**src/rtl/frequent_items_sketch_defines.svh**
```systemverilog
// ---------------------------------------------------------------------------
// frequent_items_sketch_defines
// Assertion helpers shared by the frequent items sketch RTL.
// ---------------------------------------------------------------------------
`ifndef FREQUENT_ITEMS_SKETCH_DEFINES_SVH
`define FREQUENT_ITEMS_SKETCH_DEFINES_SVH

// Clocked assertion, masked while reset is asserted.
`define FIS_ASSERT(lbl, prop, msg) \
    lbl: assert property (@(posedge aclk) disable iff (!aresetn) prop) else $error(msg);

// Same, but also checked during reset.
`define FIS_ASSERT_ALWAYS(lbl, prop, msg) \
    lbl: assert property (@(posedge aclk) prop) else $error(msg);

`endif

```
**src/rtl/fis_pkg.sv**
```systemverilog
// ---------------------------------------------------------------------------
// fis_pkg
// Types, constants and helpers for the frequent items sketch.
// ---------------------------------------------------------------------------
package fis_pkg;

    localparam int TABLE_ENTRIES = 16;
    localparam int KEY_W         = 32;
    localparam int CNT_W         = 32;
    localparam int RANK_W        = 5;
    localparam int PASS_W        = $clog2(TABLE_ENTRIES + 1);

    localparam logic [KEY_W-1:0] SENTINEL_KEY = {1'b1, {(KEY_W-1){1'b0}}};
    localparam logic [CNT_W-1:0] COUNT_MAX    = {CNT_W{1'b1}};

    localparam logic ACT_ADD = 1'b0;
    localparam logic ACT_GET = 1'b1;

    typedef struct packed {
        logic              action;
        logic signed [KEY_W-1:0] item_key;
        logic [RANK_W-1:0] rank;
    } fis_in_t;

    typedef struct packed {
        logic signed [KEY_W-1:0] ranked_key;
        logic              found;
    } fis_out_t;

    typedef struct packed {
        logic [KEY_W-1:0] key;
        logic [CNT_W-1:0] count;
        logic [CNT_W-1:0] floor_val;
    } fis_entry_t;

    // per-cell command from the controller
    typedef struct packed {
        logic inc;
        logic take;
        logic sort_en;
        logic pair_left;
        logic pair_right;
    } fis_cell_ctrl_t;

    function automatic logic [CNT_W-1:0] sat_inc(input logic [CNT_W-1:0] v);
        return (v == COUNT_MAX) ? v : v + 1'b1;
    endfunction

    function automatic logic [CNT_W-1:0] weight_of(input fis_entry_t e);
        return e.count - e.floor_val;
    endfunction

endpackage

```
**src/rtl/fis_cell.sv**
```systemverilog
// ---------------------------------------------------------------------------
// fis_cell
// One table entry: counts, takes over, and swaps with a neighbour in a sort.
// ---------------------------------------------------------------------------
module fis_cell import fis_pkg::*; (
    input  logic             aclk,
    input  logic             aresetn,
    input  fis_cell_ctrl_t   ctrl,
    input  logic [KEY_W-1:0] new_key,
    input  logic [CNT_W-1:0] gfloor,
    input  fis_entry_t       left_entry,
    input  fis_entry_t       right_entry,
    output fis_entry_t       entry,
    output logic             match,
    output logic             is_free
);

    fis_entry_t entry_reg, entry_next;
    logic [CNT_W-1:0] w_self;

    assign w_self  = weight_of(entry_reg);
    assign entry   = entry_reg;
    assign match   = (entry_reg.key == new_key);
    assign is_free = (entry_reg.count == gfloor);

    always_comb begin
        entry_next = entry_reg;
        if (ctrl.take) begin
            entry_next.key       = new_key;
            entry_next.count     = sat_inc(entry_reg.count);
            entry_next.floor_val = gfloor;
        end else if (ctrl.inc) begin
            entry_next.count = sat_inc(entry_reg.count);
        end else if (ctrl.sort_en) begin
            // strict compare keeps equal weights in order
            if (ctrl.pair_left && (w_self < weight_of(right_entry))) begin
                entry_next = right_entry;
            end else if (ctrl.pair_right && (weight_of(left_entry) < w_self)) begin
                entry_next = left_entry;
            end
        end
    end

    always_ff @(posedge aclk) begin
        if (!aresetn) begin
            entry_reg.key       <= SENTINEL_KEY;
            entry_reg.count     <= '0;
            entry_reg.floor_val <= '0;
        end else begin
            entry_reg <= entry_next;
        end
    end

endmodule

```
**config.mk**
```make
export PLATFORM = sky130hd
export DESIGN_NAME = fis_cell
export DESIGN_NICKNAME = d
export VERILOG_FILES = /design/src/rtl/frequent_items_sketch_defines.svh /design/src/rtl/fis_pkg.sv /design/src/rtl/fis_cell.sv
export SDC_FILE = /design/constraint.sdc
export NUM_CORES = 1
export LEC_CHECK = 0
export BUFFER_PORTS_ARGS = -buffer_cell sky130_fd_sc_hd__buf_4
export CELL_PAD_IN_SITES_DETAIL_PLACEMENT = 2
export CELL_PAD_IN_SITES_GLOBAL_PLACEMENT = 2
export CORE_UTILIZATION = 30
export DETAILED_ROUTE_END_ITERATION = 7
export PLACE_DENSITY = 0.94
export SLEW_MARGIN = 30
export SYNTH_ARGS = -nofsm -noshare
export SYNTH_HDL_FRONTEND = slang
export SYNTH_SLANG_ARGS = --single-unit
```
**constraint.sdc**
```tcl
create_clock -name aclk -period 7.9 [get_ports aclk]
set_input_delay 1.185 -clock aclk [delete_from_list [all_inputs] [get_ports aclk]]
set_output_delay 1.185 -clock aclk [all_outputs]
set_load 0.01 [all_outputs]
```
==> results.ini, run 1 <==
[run_status]
run_status=completed

[logic_synthesis]
yosys_warnings=0
dominantRegCellSynth=sky130_fd_sc_hd__dfxtp_1
netlist_area_um2=12300
synth_top_area_share_pct=15.6
syn_avg_cell_area_um2=7.73
register_bit_total_from_synthesis=96
area_leader_netlist=sky130_fd_sc_hd__dfxtp_1
synth-edff-count=0
synth.yosys.seq_area_share_pct=15.6
postSynth.asyncResetShare_pct=0
synth.net_count=2015
synth.distinct_cells=77
netlist_top_cells_area=sky130_fd_sc_hd__dfxtp_1 (16%), sky130_fd_sc_hd__ha_1 (15%), sky130_fd_sc_hd__xor2_1 (7.5%)
synth_cells=1597

[sta]
fin_crit_sh_pct=96.4
report.final.setup_viol=0
hold_viol_final=0
finalCriticalPeriod_ns=7.62
fmax_mhz=131
fin_setup_tns_ns=0
rsz0062_at_grt=false
worst-slew-pin-transition_ns=0.877
finalHoldWorstSlack_ns=0.548
skew_ns=0.0115
slew_headroom_pct=41.0
report.final.slew_viol_count=0

[worst_hold_path]
worstHoldPathType=flop to flop
worstHoldEndpoint=entry[93]
min_from=entry[93]
min_delay_path_depth=2

[die]
design.portCount=361
core.rowCount=73
initial_core_util_pct=30.7
dieHeight_um=205
core_um2=40200
die_x_um=205
die_area_um2=42000

[routing]
postRouteWirelength_um=64400
drtIter0Drc=773
length_of_routed_met2_wiring_um=32600
drtAntennaViolNets=0
num_vias=14261
detail_route.wl_per_cell_um=26.1
highest_metal_used=met4
wl_met1_um=25500
vias_per_cell=5.78
wire_length_on_met3_um=3380
post-route-drc-count=0
number_of_iterations_in_the_first_detailed_routing_pass=5

[placed_design]
placed_cells=2451
portBuffers=360
globalplace.congestion=0.919
dp.final_hpwl_um=53000

[global_routing]
grt_use_total_pct=30.1
grt_antenna_before_repair=0
grt_pass1_vias=16042
grt_remaining_overflow=0
grt_start_max_net_pins=65
grt_pass1_wl_um=96000

[worst_setup_path]
worst-endpoint-required_ns=8.15
critical_path.startpoint_type=primary input
critical_path.max_fanout=46
critical-path-top-delay-family=compound AO/OA/AOI/OAI gates
crit_path_frequent_cell=sky130_fd_sc_hd__a211oi_1
worstSetupEndpointType=flop
crit_buf_inv=5
regToRegSetupSlack_ns=0.88
worst_r2r_endpoint=entry[95]
slowest_delay_ns=0.45
worstReg2RegStart=entry[47]
timing.critical_path.slowest_stage_cell=sky130_fd_sc_hd__a31oi_1
critPathKind=primary input to flop
r2r.worst_path.cells=21
critical_path_arrival_ns=7.87

[finish]
final_cell_count_no_fill=2467
antenna_cells_inserted=0
final_nets=2355
layout_cells_sized_above_1_pct=22.9
layout_overhead_on_the_synthesized_area_pct=29.4
largest_reg_flops=96
final_core_util_pct=39.7

[power_and_ir_drop]
power_frac_comb_pct=74.2
switching_share_pct=51.8
cell_internal_pwr_mw=2.36
power_leakage_nw=7.66
clkPwrFrac_pct=11.0
pwr-share-seq_pct=14.8
total_switching_power_mw=2.54
power-per-cell-area_nw_per_um2=307
peakVddDrop_mv=0.163

[cts]
cts_sinks=96
worst_setup_hold_path_clk_slew_ns=0.08
cts.repair_timing.setup_buffer_count=0
clock-root-buffer=sky130_fd_sc_hd__clkbuf_16
ctsHtreeMaxLevel=3
cts-buffers-inserted=9
insertion_delay_ns=0.37
cts_hold_repair.buffers=0
clock_path_buffers=2
clock_tree_from_tritoncts=done
cts_resized=0

[job]
cap_viol_max_count=0

-- stage by stage --
step / total power, mW / setup slack, ns / area (µm²)
after global routing: 5.21 / 0.0730 / 16000
final: 4.90 / 0.284 / 16000
after detailed placement: 4.25 / 0.0950 / 15600
after global placement: 4.01 / 0.334 / 15600
after floorplan: 3.01 / 1.71 / 12300
after CTS: 4.86 / 0.472 / 16000
-- layout by cell type (no fill, tap or decap), types with 9 or more instances in the layout --
| master | netlist | routed |
|---|---|---|
| sky130_fd_sc_hd__mux2i_1 | 83 | 83 |
| sky130_fd_sc_hd__clkbuf_16 | 0 | 9 |
| sky130_fd_sc_hd__a21o_1 | 51 | 50 |
| sky130_fd_sc_hd__a211oi_1 | 18 | 18 |
| sky130_fd_sc_hd__inv_1 | 188 | 188 |
| sky130_fd_sc_hd__nor3_1 | 21 | 21 |
| sky130_fd_sc_hd__o221ai_2 | 11 | 11 |
| sky130_fd_sc_hd__nand2b_1 | 15 | 15 |
| sky130_fd_sc_hd__nor2b_1 | 16 | 16 |
| sky130_fd_sc_hd__o21bai_1 | 11 | 11 |
| sky130_fd_sc_hd__dfxtp_1 | 96 | 96 |
| sky130_fd_sc_hd__o221ai_1 | 58 | 58 |
| sky130_fd_sc_hd__o21a_1 | 16 | 16 |
| sky130_fd_sc_hd__nor2_1 | 72 | 72 |
| sky130_fd_sc_hd__nand4_1 | 19 | 19 |
| sky130_fd_sc_hd__and3_1 | 24 | 24 |
| sky130_fd_sc_hd__o22ai_1 | 11 | 11 |
| sky130_fd_sc_hd__o21ai_0 | 59 | 59 |
| sky130_fd_sc_hd__nand2_1 | 160 | 160 |
| sky130_fd_sc_hd__buf_4 | 5 | 376 |
| sky130_fd_sc_hd__xnor2_1 | 45 | 45 |
| sky130_fd_sc_hd__xor2_1 | 105 | 105 |
| sky130_fd_sc_hd__nor4_1 | 21 | 21 |
| sky130_fd_sc_hd__or2_2 | 14 | 14 |
| sky130_fd_sc_hd__a21oi_1 | 103 | 102 |
| sky130_fd_sc_hd__nand3_1 | 41 | 41 |
| sky130_fd_sc_hd__ha_1 | 152 | 152 |
| sky130_fd_sc_hd__a31oi_1 | 15 | 15 |
-- cells in the mapped netlist (25+ instances only) --
cell type,number
sky130_fd_sc_hd__nor2_1,72
sky130_fd_sc_hd__mux2i_1,83
sky130_fd_sc_hd__nand2_1,160
sky130_fd_sc_hd__xor2_1,105
sky130_fd_sc_hd__nand3_1,41
sky130_fd_sc_hd__a21oi_1,103
sky130_fd_sc_hd__xnor2_1,45
sky130_fd_sc_hd__ha_1,152
sky130_fd_sc_hd__o221ai_1,58
sky130_fd_sc_hd__a21o_1,51
sky130_fd_sc_hd__dfxtp_1,96
sky130_fd_sc_hd__inv_1,188
sky130_fd_sc_hd__clkbuf_1,25
sky130_fd_sc_hd__o21ai_0,59
-- power groups by stage --
stage | registers (mW) | logic (mW) | clock network [mW]
2_1_floorplan | 0.716 | 2.29 | 0
3_3_place_gp | 0.720 | 3.29 | 0
3_5_place_dp | 0.728 | 3.53 | 0
4_1_cts | 0.720 | 3.59 | 0.547
5_1_grt | 0.731 | 3.91 | 0.561
6_report | 0.723 | 3.64 | 0.541
-- worst max-delay path by stage --
stage | cells after the start | to | startpoint | slack, ns
after floorplan | 26 | entry[20] | left_entry[32] | 1.71
after detailed placement | 27 | entry[95] | left_entry[32] | 0.09
final | 26 | entry[95] | right_entry[32] | 0.28
after global placement | 27 | entry[88] | left_entry[32] | 0.33
after global routing | 26 | entry[45] | right_entry[32] | 0.07
after CTS | 27 | entry[95] | left_entry[32] | 0.47
-- worst reg2reg max path, cell delays in order (launching register included) --
cell and delay [ns]:
sky130_fd_sc_hd__dfxtp_1 0.54, sky130_fd_sc_hd__ha_1 0.41, sky130_fd_sc_hd__a2111oi_0 0.65, sky130_fd_sc_hd__o21ai_0 0.30, sky130_fd_sc_hd__a2bb2oi_1 0.25, sky130_fd_sc_hd__a31oi_2 0.12, sky130_fd_sc_hd__a41oi_1 0.40, sky130_fd_sc_hd__a21oi_1 0.18
sky130_fd_sc_hd__a211oi_1 0.63, sky130_fd_sc_hd__xnor2_1 0.27, sky130_fd_sc_hd__ha_1 0.39, sky130_fd_sc_hd__a21o_1 0.18, sky130_fd_sc_hd__a21o_1 0.17, sky130_fd_sc_hd__a21o_1 0.19, sky130_fd_sc_hd__a21o_1 0.19, sky130_fd_sc_hd__a21oi_1 0.16
sky130_fd_sc_hd__nor2b_1 0.12, sky130_fd_sc_hd__nor4b_4 0.44, sky130_fd_sc_hd__buf_12 0.37, sky130_fd_sc_hd__buf_4 0.31, sky130_fd_sc_hd__mux2_1 0.35, sky130_fd_sc_hd__o221a_1 0.26
-- final cells by class --
class	count	area (µm²)
Clock inverter	7	113
Inverter	188	706
Timing Repair Buffer	381	2920
Tap cell	525	657
Fill cell	4685	24200
Multi-Input combinational cell	1261	9430
Sequential cell	96	1920
Clock buffer	9	225
-- metal layers --
metal  track usage (%)  vias to the layer above
li1                  -                     6449
met4              14.3                        0
met3              4.72                      148
met5                 0                        -
met1              34.0                     7120
met2              54.8                      544
-- logic make-up after synthesis --
group,after synthesis,synth area share [%]
fa+ha+maj,156,16.0
buf+inv,240,8.18
flops,96,15.6
xor+xnor,150,10.6
compound gates,428,24.9
simple gates,433,17.0
mux,94,7.74
No activity file was read; power rests on OpenSTA's default activity.
==> run 2, diff against run 1 <==
- PLACE_DENSITY: 0.94 -> not set
- PLACE_DENSITY_LB_ADDON: not set -> 0.1
==> run 2 against run 1 <==
- die area unchanged
- register-to-register slack improved by 0.53 ns
- critical path depth increased by 2
- core utilization about the same
- via count decreased by 4.9%
- count of clock-buffer cells in the layout unchanged
- first-iteration DRC count decreased by 27%
- worst setup slack improved by 0.15 ns
- worst hold slack improved by 0.0091 ns
- clock skew decreased by 0.0022 ns
- critical endpoint is now entry[54]
==> results.ini, run 2 (same netlist as run 1, synthesis figures left out) <==
[run_status]
run_status=completed  ; unchanged

[finish]
largest_reg_flops=96  ; unchanged
layout.cells.most_common_list=sky130_fd_sc_hd__buf_4 (377), sky130_fd_sc_hd__inv_1 (188), sky130_fd_sc_hd__nand2_1 (160)  ; was sky130_fd_sc_hd__buf_4 (376), sky130_fd_sc_hd__inv_1 (188), sky130_fd_sc_hd__nand2_1 (160)
layout.cells.most_common=sky130_fd_sc_hd__buf_4  ; unchanged
layout_cells_sized_above_1_pct=23.1  ; was 22.9%
multi_input_area_um2=9430  ; unchanged
area.sequential_um2=1920  ; unchanged
final_nets=2359  ; was 2,355
final_cell_count_no_fill=2471  ; was 2,467
final.fill_count=4722  ; was 4,685
antenna_cells_inserted=0  ; unchanged
layout_overhead_on_the_synthesized_area_pct=29.6  ; was 29.4%

[job]
cap_viol_max_count=0  ; unchanged

[global_routing]
grt_pass1_wl_um=89200  ; was 96,000 µm
grt_remaining_overflow=0  ; unchanged
grt_antenna_before_repair=0  ; unchanged
grt_pass1_vias=14515  ; was 16,042
gr-usage-met3_pct=3.23  ; was 4.72%
use_met2_pct=50.0  ; was 54.8%
groute.layer.met1.usage_pct=35.7  ; was 34.0%
grt_use_total_pct=28.0  ; was 30.1%
most_crowded_layer_gr=met2  ; unchanged
grt_start_max_net_pins=55  ; was 65

[routing]
num_vias=13558  ; was 14,261
post-route-drc-count=0  ; unchanged
number_of_iterations_in_the_first_detailed_routing_pass=5  ; unchanged
drtIter0Drc=567  ; was 773
drtAntennaViolNets=0  ; unchanged
vias_per_cell=5.49  ; was 5.78
detail_route.wl_per_cell_um=24.1  ; was 26.1 µm
postRouteWirelength_um=59600  ; was 64,400 µm

[worst_setup_path]
worstSetupEndpointType=flop  ; unchanged
timing.critical_path.from=left_entry[32]  ; was right_entry[32]
worst-endpoint-required_ns=8.19  ; was 8.15 ns
critical_path_arrival_ns=7.76  ; was 7.87 ns
critical_path.max_fanout=6  ; was 46
worstReg2RegStart=entry[32]  ; was entry[47]
worst_r2r_endpoint=entry[36]  ; was entry[95]
critPathKind=primary input to flop  ; unchanged
regToRegSetupSlack_ns=1.41  ; was 0.88 ns
r2r.worst_path.cells=23  ; was 21
setup.worst_path.end=entry[54]  ; was entry[95]
critical_path.startpoint_type=primary input  ; unchanged

[die]
die_area_um2=42000  ; unchanged
dieHeight_um=205  ; unchanged
die_x_um=205  ; unchanged
design.portCount=361  ; unchanged
initial_core_util_pct=30.7  ; unchanged
core.rowCount=73  ; unchanged
core_um2=40200  ; unchanged

[cts]
ctsHtreeMaxLevel=3  ; unchanged
worst_setup_hold_path_clk_slew_ns=0.08  ; about the same
cts-buffers-inserted=9  ; unchanged
cts_hold_repair.buffers=0  ; unchanged
clock_path_buffers=2  ; unchanged
cts.repair_timing.setup_buffer_count=0  ; unchanged
cts_resized=0  ; unchanged
insertion_delay_ns=0.37  ; about the same
cts_sinks=96  ; unchanged
clock_tree_from_tritoncts=done  ; unchanged
clock-root-buffer=sky130_fd_sc_hd__clkbuf_16  ; unchanged

[placed_design]
globalplace.congestion=0.905  ; was 0.919
portBuffers=360  ; unchanged
placed_cells=2455  ; was 2,451
dp.final_hpwl_um=50200  ; was 53,000 µm

[power_and_ir_drop]
power_leakage_nw=7.67  ; was 7.66 nW
p_total_mw=4.72  ; was 4.90 mW
peakVddDrop_mv=0.200  ; was 0.163 mV
power-per-cell-area_nw_per_um2=295  ; was 307 nW/µm²

[sta]
report.final.setup_viol=0  ; unchanged
fmax_mhz=134  ; was 131 MHz
fin_setup_tns_ns=0  ; unchanged
hold_viol_final=0  ; unchanged
finalCriticalPeriod_ns=7.47  ; was 7.62 ns
report.final.slew_viol_count=0  ; unchanged
worst-slew-pin-transition_ns=0.821  ; was 0.877 ns
skew_ns=0.00933  ; was 0.0115 ns
rsz0062_at_grt=false  ; unchanged
fin_crit_sh_pct=94.5  ; was 96.4%
slew_headroom_pct=44.7  ; was 41.0%

[worst_hold_path]
worstHoldPathType=flop to flop  ; unchanged

-- run 2: area by class of cell --
| class | count | area share, % |
|---|---|---|
| clock buffers | 9 | 1.41 |
| clock inverters | 7 | 0.399 |
| inverters | 188 | 4.41 |
| multi-input cells | 1261 | 58.9 |
| flip-flops and latches | 96 | 12.0 |
| well taps | 525 | 4.11 |
| repair buffers | 385 | 18.7 |
-- run 2: routing by layer --
layer | vias up | share of wire, %
met5 | - | 0
met4 | 0 | 1.9
met3 | 50 | 3.8
met2 | 337 | 49
met1 | 6694 | 45
li1 | 6477 | -
-- run 2: worst min path at each step --
stage	endpoint	from	depth (start not counted)	slack (ns)
floorplan	entry[29]	entry[29]	2	0.54
global placement	entry[0]	entry[0]	2	0.53
detailed placement	entry[76]	entry[76]	2	0.55
CTS	entry[76]	entry[76]	2	0.56
global route	entry[27]	entry[27]	2	0.59
finish	entry[89]	entry[89]	2	0.56
-- run 2: per-stage QoR --
stage / cell area [µm²] / util [%] / hold slack, ns / setup slack (ns)
after floorplan: 12300 / - / 0.540 / 1.71
after global placement: 15700 / 39.1 / 0.530 / 0.286
after detailed placement: 15700 / 39.1 / 0.551 / 0.117
after CTS: 16000 / 39.8 / 0.563 / 0.483
after global routing: 16000 / 39.8 / 0.588 / 0.161
final: 16000 / 39.8 / 0.557 / 0.435
-- run 2: power by group --
group	internal (mW)	switching [mW]	total, mW	leakage (nW)
clock	0.221	0.246	0.467	0.130
sequential	0.576	0.138	0.714	0.790
combinational	1.50	2.03	3.54	6.75
total	2.30	2.42	4.72	7.67
-- run 2: worst max-delay path, cell delays in order --
cell and delay [ns]:
sky130_fd_sc_hd__buf_4 0.11, sky130_fd_sc_hd__inv_1 0.06, sky130_fd_sc_hd__ha_1 0.22, sky130_fd_sc_hd__inv_1 0.08
sky130_fd_sc_hd__fa_1 0.41, sky130_fd_sc_hd__a21oi_1 0.20, sky130_fd_sc_hd__nor2_1 0.10, sky130_fd_sc_hd__o41a_1 0.39
sky130_fd_sc_hd__o31ai_1 0.51, sky130_fd_sc_hd__buf_4 0.23, sky130_fd_sc_hd__a21boi_0 0.10, sky130_fd_sc_hd__o21ai_0 0.22
sky130_fd_sc_hd__buf_4 0.16, sky130_fd_sc_hd__a21boi_0 0.13, sky130_fd_sc_hd__o31a_1 0.32, sky130_fd_sc_hd__o41a_1 0.43
sky130_fd_sc_hd__or4_1 0.44, sky130_fd_sc_hd__nand4_1 0.13, sky130_fd_sc_hd__ha_1 0.24, sky130_fd_sc_hd__nand2_1 0.10
sky130_fd_sc_hd__o21ai_0 0.08, sky130_fd_sc_hd__a31oi_1 0.40, sky130_fd_sc_hd__nand4b_1 0.21, sky130_fd_sc_hd__or2_2 0.37
sky130_fd_sc_hd__and2_1 0.19, sky130_fd_sc_hd__buf_4 0.19, sky130_fd_sc_hd__or3_1 0.38, sky130_fd_sc_hd__a21oi_1 0.14
